===== src/rtl/dnnm_pkg.sv =====
// shared types, constants and register codes of the match unit
package dnnm_pkg;

    localparam int MAX_REFS  = 1024;
    localparam int MAX_LEN   = 128;
    localparam int ELEM_BITS = 16;

    localparam int REF_W  = $clog2(MAX_REFS);
    localparam int LEN_W  = $clog2(MAX_LEN);
    localparam int SQ_W   = 2 * ELEM_BITS;
    localparam int SUM_W  = SQ_W + LEN_W + ((SQ_W + LEN_W) % 2);
    localparam int ROOT_W = SUM_W / 2;

    localparam int ENTRY_W  = 10;
    localparam int EIDX_W   = 7;
    localparam int VALUE_W  = 16;
    localparam int DIST_W   = 27;
    localparam int SCORE_W  = 28;
    localparam int THR_W    = 20;
    localparam int RATIO_W  = 8;
    localparam int COUNT_W  = 11;
    localparam int DLEN_W   = 8;
    localparam int CFG_A_W  = 3;
    localparam int CFG_D_W  = 20;

    localparam logic [DIST_W-1:0] SENTINEL_DIST = DIST_W'(100000000);

    // register indexes
    localparam logic [CFG_A_W-1:0] CFG_MATCH_MODE = 3'd0;
    localparam logic [CFG_A_W-1:0] CFG_ABS_THR    = 3'd1;
    localparam logic [CFG_A_W-1:0] CFG_RATIO_NUM  = 3'd2;
    localparam logic [CFG_A_W-1:0] CFG_RATIO_DEN  = 3'd3;
    localparam logic [CFG_A_W-1:0] CFG_REF_COUNT  = 3'd4;
    localparam logic [CFG_A_W-1:0] CFG_DESC_LEN   = 3'd5;

    // register reset values
    localparam logic [THR_W-1:0]   RST_ABS_THR   = THR_W'(3000);
    localparam logic [RATIO_W-1:0] RST_RATIO_NUM = RATIO_W'(3);
    localparam logic [RATIO_W-1:0] RST_RATIO_DEN = RATIO_W'(5);
    localparam logic [DLEN_W-1:0]  RST_DESC_LEN  = DLEN_W'(128);

    // item codes
    localparam logic MODE_LOAD  = 1'b0;
    localparam logic MODE_QUERY = 1'b1;
    localparam logic MATCH_ABS   = 1'b0;
    localparam logic MATCH_RATIO = 1'b1;

    typedef struct packed {
        logic                      mode;
        logic [ENTRY_W-1:0]        entry_index;
        logic [EIDX_W-1:0]         element_index;
        logic signed [VALUE_W-1:0] element_value;
    } in_item_t;

    typedef struct packed {
        logic                      match_found;
        logic [ENTRY_W-1:0]        match_index;
        logic [DIST_W-1:0]         best_distance;
        logic [DIST_W-1:0]         second_distance;
        logic signed [SCORE_W-1:0] match_score;
    } out_item_t;

    typedef struct packed {
        logic accept;
        logic walk_init;
        logic issue;
        logic sqrt_start;
        logic update;
        logic load_out;
    } ctrl_cmd_t;

    typedef struct packed {
        logic item_is_last;
        logic refs_zero;
        logic last_elem;
        logic pipe_busy;
        logic sqrt_done;
        logic last_ref;
    } ctrl_stat_t;

endpackage


===== src/rtl/dnnm_ctrl.sv =====
// controller state machine of the match unit
module dnnm_ctrl (
    input  logic                  clk,
    input  logic                  rst_n,
    input  logic                  item_valid,
    output logic                  item_stall,
    output logic                  result_valid,
    input  logic                  result_stall,
    input  dnnm_pkg::ctrl_stat_t  stat,
    output dnnm_pkg::ctrl_cmd_t   cmd
);

    import dnnm_pkg::*;

    typedef enum logic [5:0] {
        ST_IDLE   = 6'b000001,
        ST_ISSUE  = 6'b000010,
        ST_DRAIN  = 6'b000100,
        ST_SQRT   = 6'b001000,
        ST_UPDATE = 6'b010000,
        ST_FINISH = 6'b100000
    } state_t;

    state_t state_reg, state_next;
    logic   result_valid_reg, result_valid_next;
    logic   out_free;

    assign out_free = !result_valid_reg || !result_stall;

    // next state and commands
    always_comb
    begin
        state_next = state_reg;
        cmd        = '0;
        unique case (state_reg)
            ST_IDLE:
            begin
                cmd.accept = item_valid;
                if (item_valid && stat.item_is_last)
                begin
                    cmd.walk_init = 1'b1;
                    state_next    = stat.refs_zero ? ST_FINISH : ST_ISSUE;
                end
            end
            ST_ISSUE:
            begin
                cmd.issue = 1'b1;
                if (stat.last_elem)
                begin
                    state_next = ST_DRAIN;
                end
            end
            ST_DRAIN:
            begin
                if (!stat.pipe_busy)
                begin
                    cmd.sqrt_start = 1'b1;
                    state_next     = ST_SQRT;
                end
            end
            ST_SQRT:
            begin
                if (stat.sqrt_done)
                begin
                    state_next = ST_UPDATE;
                end
            end
            ST_UPDATE:
            begin
                cmd.update = 1'b1;
                state_next = stat.last_ref ? ST_FINISH : ST_ISSUE;
            end
            ST_FINISH:
            begin
                if (out_free)
                begin
                    cmd.load_out = 1'b1;
                    state_next   = ST_IDLE;
                end
            end
            default:
            begin
                state_next = ST_IDLE;
            end
        endcase
    end

    // output valid flag
    always_comb
    begin
        result_valid_next = result_valid_reg;
        if (cmd.load_out)
        begin
            result_valid_next = 1'b1;
        end
        else if (result_valid_reg && !result_stall)
        begin
            result_valid_next = 1'b0;
        end
    end

    always_ff @(posedge clk or negedge rst_n)
    begin
        if (!rst_n)
        begin
            state_reg        <= ST_IDLE;
            result_valid_reg <= 1'b0;
        end
        else
        begin
            state_reg        <= state_next;
            result_valid_reg <= result_valid_next;
        end
    end

    assign item_stall   = (state_reg != ST_IDLE);
    assign result_valid = result_valid_reg;

endmodule


===== config.mk =====
export PLATFORM = sky130hd
export DESIGN_NAME = dnnm_ctrl
export DESIGN_NICKNAME = d
export VERILOG_FILES = /design/src/rtl/dnnm_pkg.sv /design/src/rtl/dnnm_ctrl.sv
export SDC_FILE = /design/constraint.sdc
export NUM_CORES = 1
export LEC_CHECK = 0
export ABC_AREA = 1
export CELL_PAD_IN_SITES_DETAIL_PLACEMENT = 1
export CELL_PAD_IN_SITES_GLOBAL_PLACEMENT = 1
export CORE_AREA = 10 10 47 49
export CTS_BUF_LIST = sky130_fd_sc_hd__clkbuf_8 sky130_fd_sc_hd__clkbuf_16
export CTS_CLUSTER_SIZE = 10
export DETAILED_ROUTE_END_ITERATION = 16
export DIE_AREA = 0 0 57 59
export DONT_BUFFER_PORTS = 1
export GPL_TIMING_DRIVEN = 0
export PLACE_DENSITY_LB_ADDON = 0.1
export SLEW_MARGIN = 20
export SYNTH_ARGS = -nofsm -noshare
export SYNTH_HDL_FRONTEND = slang
export SYNTH_SLANG_ARGS = --single-unit

===== constraint.sdc =====
create_clock -name clk -period 3.75 [get_ports clk]
set_input_delay 0.5625 -clock clk [delete_from_list [all_inputs] [get_ports clk]]
set_output_delay 0.5625 -clock clk [all_outputs]
set_load 0.02 [all_outputs]

* After elaboration in Yosys (flattened, before gate mapping)
Index checks and enable logic that the tools add are counted.
** Cells by class
- Eq/ne operators :: 12
- Muxes and demuxes :: 18
- Reductions and logical operators :: 7
** Operators by type and width (number)
- 6-bit 2-to-1 mux :: 7
- 6-bit one-hot mux with 6 select lines :: 1
- 2-bit inequality test, second input constant :: 5
- 1-bit 2-to-1 mux :: 9
- 6-bit by 1-bit equality test with 1-bit output, second input constant :: 1
- 6-bit by 2-bit equality test with 1-bit output, second input constant :: 1
- 6-bit by 3-bit equality test with 1-bit output, second input constant :: 1
- 6-bit by 4-bit equality test with 1-bit output, second input constant :: 1
- 6-bit by 5-bit equality test with 1-bit output, second input constant :: 1
- 6-bit equality test, second input constant :: 1
- 6-bit by 1-bit inequality test with 1-bit output, second input constant :: 1
- 5-bit AND reduction :: 1
- 1-bit logical AND :: 2
- 1-bit zero test :: 2
- 2-bit 2-to-1 mux :: 1
- 2-bit nonzero test :: 1
- 1-bit logical OR :: 1
** Storage, ports and cells
- Register bits :: 7
- Output and inout port bits :: 8
- Logic and storage cells :: 39

* Logic depth before layout (Yosys ltp)
- Depth after elaboration :: 5
- Depth in mapped cells :: 8
- Gate-level depth less buffers :: 8

* Least setup slack after synthesis
OpenSTA, ideal clock, no wires.
- Kind :: reg2out
- Start :: register state_reg[0]
- End :: output port cmd[4] (netlist bit)
- Arrival time :: 1.216 ns
- Setup slack :: 1.972 ns
- Cell stages (with the launch flop) :: 5
- Path through :: dfstp_2 > inv_1 > nor2_2 > nand3_2 > nor2_1
** RTL lines
- start: declaration :: line dnnm_ctrl.sv:24 : state_t state_reg, state_next;
- start signal: assignment :: line dnnm_ctrl.sv:111 : state_reg <= state_next;
- end: declaration :: line dnnm_ctrl.sv:10 : output dnnm_pkg::ctrl_cmd_t cmd

==> reports/metrics.cfg <==
[clock_network]
insertion_delay_ns=0.23
root_buffer=clkbuf_8
cts.reportedPaths.clkPinSlew_ns=0.04
cts_hold_buf=0
clock-sinks=7
h-tree-depth=1
cts_buffers=3
postCtsSetupBuffers=0
cts_buffer_depth=2
cts_tree=built
post_cts_resized=0

[global_route]
grt_use_total_pct=8.24
grt_max_degree=10
grt_pass1_wl_um=2220
antenna_found_initial=0
grt_pass1_vias=506
grt-ovfl-total=0

[timing]
skew_ns=0.00438
rsz0062_at_grt=false
period_minus_slack_ns=2.14
setup_tns_ns=0
slew_headroom_pct=73.7
worstMarginPinSlew_ns=0.392
setup_ws_ns=1.61
report.final.hold_viol_count=0
slew_viol_final=0
fmax_mhz=467
final-setup-viol-count=0
period_share_pct=57.1

[yosys]
synth_ff_type=dfrtp_1
synth-seq-cells=7
yosys.area.top_type=dfrtp_1
synthesis.area_sq_um=495
synth.area.top_cells=dfrtp_1 (30%), nand2_1 (11%), inv_1 (11%)
yosys-top-cells-count=nand2_1 (15), inv_1 (14), nor2_1 (12)
synthArstFlopShare_pct=100
yosysSeqAreaShare_pct=35.6
ys_types=13
synth_cells=74
syn_area_per_cell_sq_um=6.70
synth.most_common_cell=nand2_1
synth_nets=84
yosys_warnings=0
netlist.area_leader.share_pct=30.3
synth_enable_flop_cells=0

[layout]
drive_gt1_share_pct=19.2
antennaDiodeCount=0
syn2layout_area_growth_pct=13.4
largest_register_ffs=6
fin_nets=89

[detailed_routing]
drt_iter0_markers=6
routed_wl_um=1300
route.vias.total=467
vias_per_cell=4.97
drt_pass1_iterations=4
drc=0
drtAntennaViolNets=0
wl_per_cell_um=13.8

[floorplanning]
ioPinCount=18
start_util_pct=35.4
die_area_sq_um=3360
core_sq_um=1400
die_h_um=59
die_w_um=57
core.rowCount=14

[flow_run]
cap_violations=0

[worst_setup_path]
path_buf_inv=1
critical_path_peak_fanout=4
cp-start-kind=register
max_stage_delay_ns=0.54
crit_path_cell_trace=inv_1 -> nor2_2 -> nand3_2 -> nor2_1
cp_slowest_cell=dfstp_2
worstSetupEndpointType=output pin
crit_required_ns=3.19
cpLargestDelayFamily=simple AND/OR/NAND/NOR gates
critical_path_class=register to output pin
crit_arrival_ns=1.58

[power_and_ir_drop]
p_sw_mw=0.218
p_clk_share_pct=23.5
power_density_nw_per_um2=811
seqPwrFrac_pct=28.3
internal_power_mw=0.238
peakVddDrop_mv=0.265
leakagePower_nw=0.338
pwr-share-comb_pct=48.2
swShare_pct=47.8

[place]
place_ws_ns=1.84
place.gp.congestion=0.731
port_buffers=0
place_hpwl_um=1110

[hold_path]
hold_path.class=input port to asynchronous set/reset pin

[status]
status=completed

-- power groups by stage --
| stage | Combinational [mW] | Sequential [mW] | Clock (mW) |
|---|---|---|---|
| floorplan | 0.185 | 0.126 | 0 |
| global placement | 0.220 | 0.129 | 0 |
| detailed placement | 0.222 | 0.130 | 0 |
| CTS | 0.224 | 0.129 | 0.110 |
| global route | 0.250 | 0.132 | 0.115 |
| finish | 0.220 | 0.129 | 0.107 |
-- worst reg2reg max path, cell delays in order, from the launching register on --
cell and delay (ns):
dfstp_2 0.54, inv_1 0.06, nor2_2 0.17, nand3_2 0.21
nand3_1 0.15, nor2_1 0.05, nand3_1 0.07, nand2_1 0.05
-- kinds of logic after synthesis --
logic type / after synthesis / synth area share (%)
AOI/OAI and AO/OA: 3 / 3.03
buffers and inverters: 16 / 12.9
DFF: 7 / 35.6
and+or+nand+nor: 48 / 48.5
-- layout by cell type, fill, tap and decap left out --
master / netlist / final
nand2_1: 15 / 15
inv_1: 14 / 14
nor2_1: 12 / 12
nand3_1: 8 / 8
dfrtp_1: 6 / 6
nand4_1: 5 / 5
nor2_2: 4 / 4
o21ai_1: 3 / 3
clkbuf_8: 0 / 3
nor2_4: 2 / 2
nand3_2: 2 / 2
inv_2: 1 / 1
buf_4: 1 / 1
clkinv_2: 0 / 1
dfstp_2: 1 / 1
-- layer usage --
layer  global-route usage (%)  part of all wire (%)  routed length [um]  up-vias
met5                        0                     0                   0        -
met4                     5.03                   2.1                  27        0
met3                     3.22                   6.3                  82        2
met2                     13.8                    52                 669       14
met1                     8.53                    40                 517      214
li1                         -                     -                   -      237
-- final timing paths --
kind                              start            to  slack (ns)  cells after the start
setup / recovery           state_reg[0]        cmd[4]        1.61                      4
hold / removal                    rst_n  state_reg[2]        0.03                      0
setup reg to reg           state_reg[0]  state_reg[0]        2.39                      7
hold reg to reg            state_reg[1]  state_reg[0]        0.63                      3
max in group asynchronous         rst_n  state_reg[0]        3.55                      0
min in group clk                stat[2]  state_reg[3]        0.42                      1
-- final cells by class --
cell class	instances	area, sq um
plain buffers	1	7.51
clock buffers	3	41.3
clock inverters	1	5.00
fillers	194	840
inverters	15	56.3
multi-input cells	51	255
flip-flops and latches	7	176
well taps	16	20.0
-- metrics by stage --
step | cells | power [mW] | hold slack, ns | util [%] | area [sq um]
after floorplan | 74 | 0.310 | 0.267 | - | 495
after global placement | 90 | 0.349 | 0.267 | 36.8 | 515
after detailed placement | 90 | 0.353 | 0.267 | 36.8 | 515
after CTS | 94 | 0.463 | 0.0218 | 40.1 | 562
after global routing | 94 | 0.497 | 0.0158 | 40.1 | 562
final | 94 | 0.456 | 0.0267 | 40.1 | 562
Note: power is estimated with default switching activity, not from simulation.
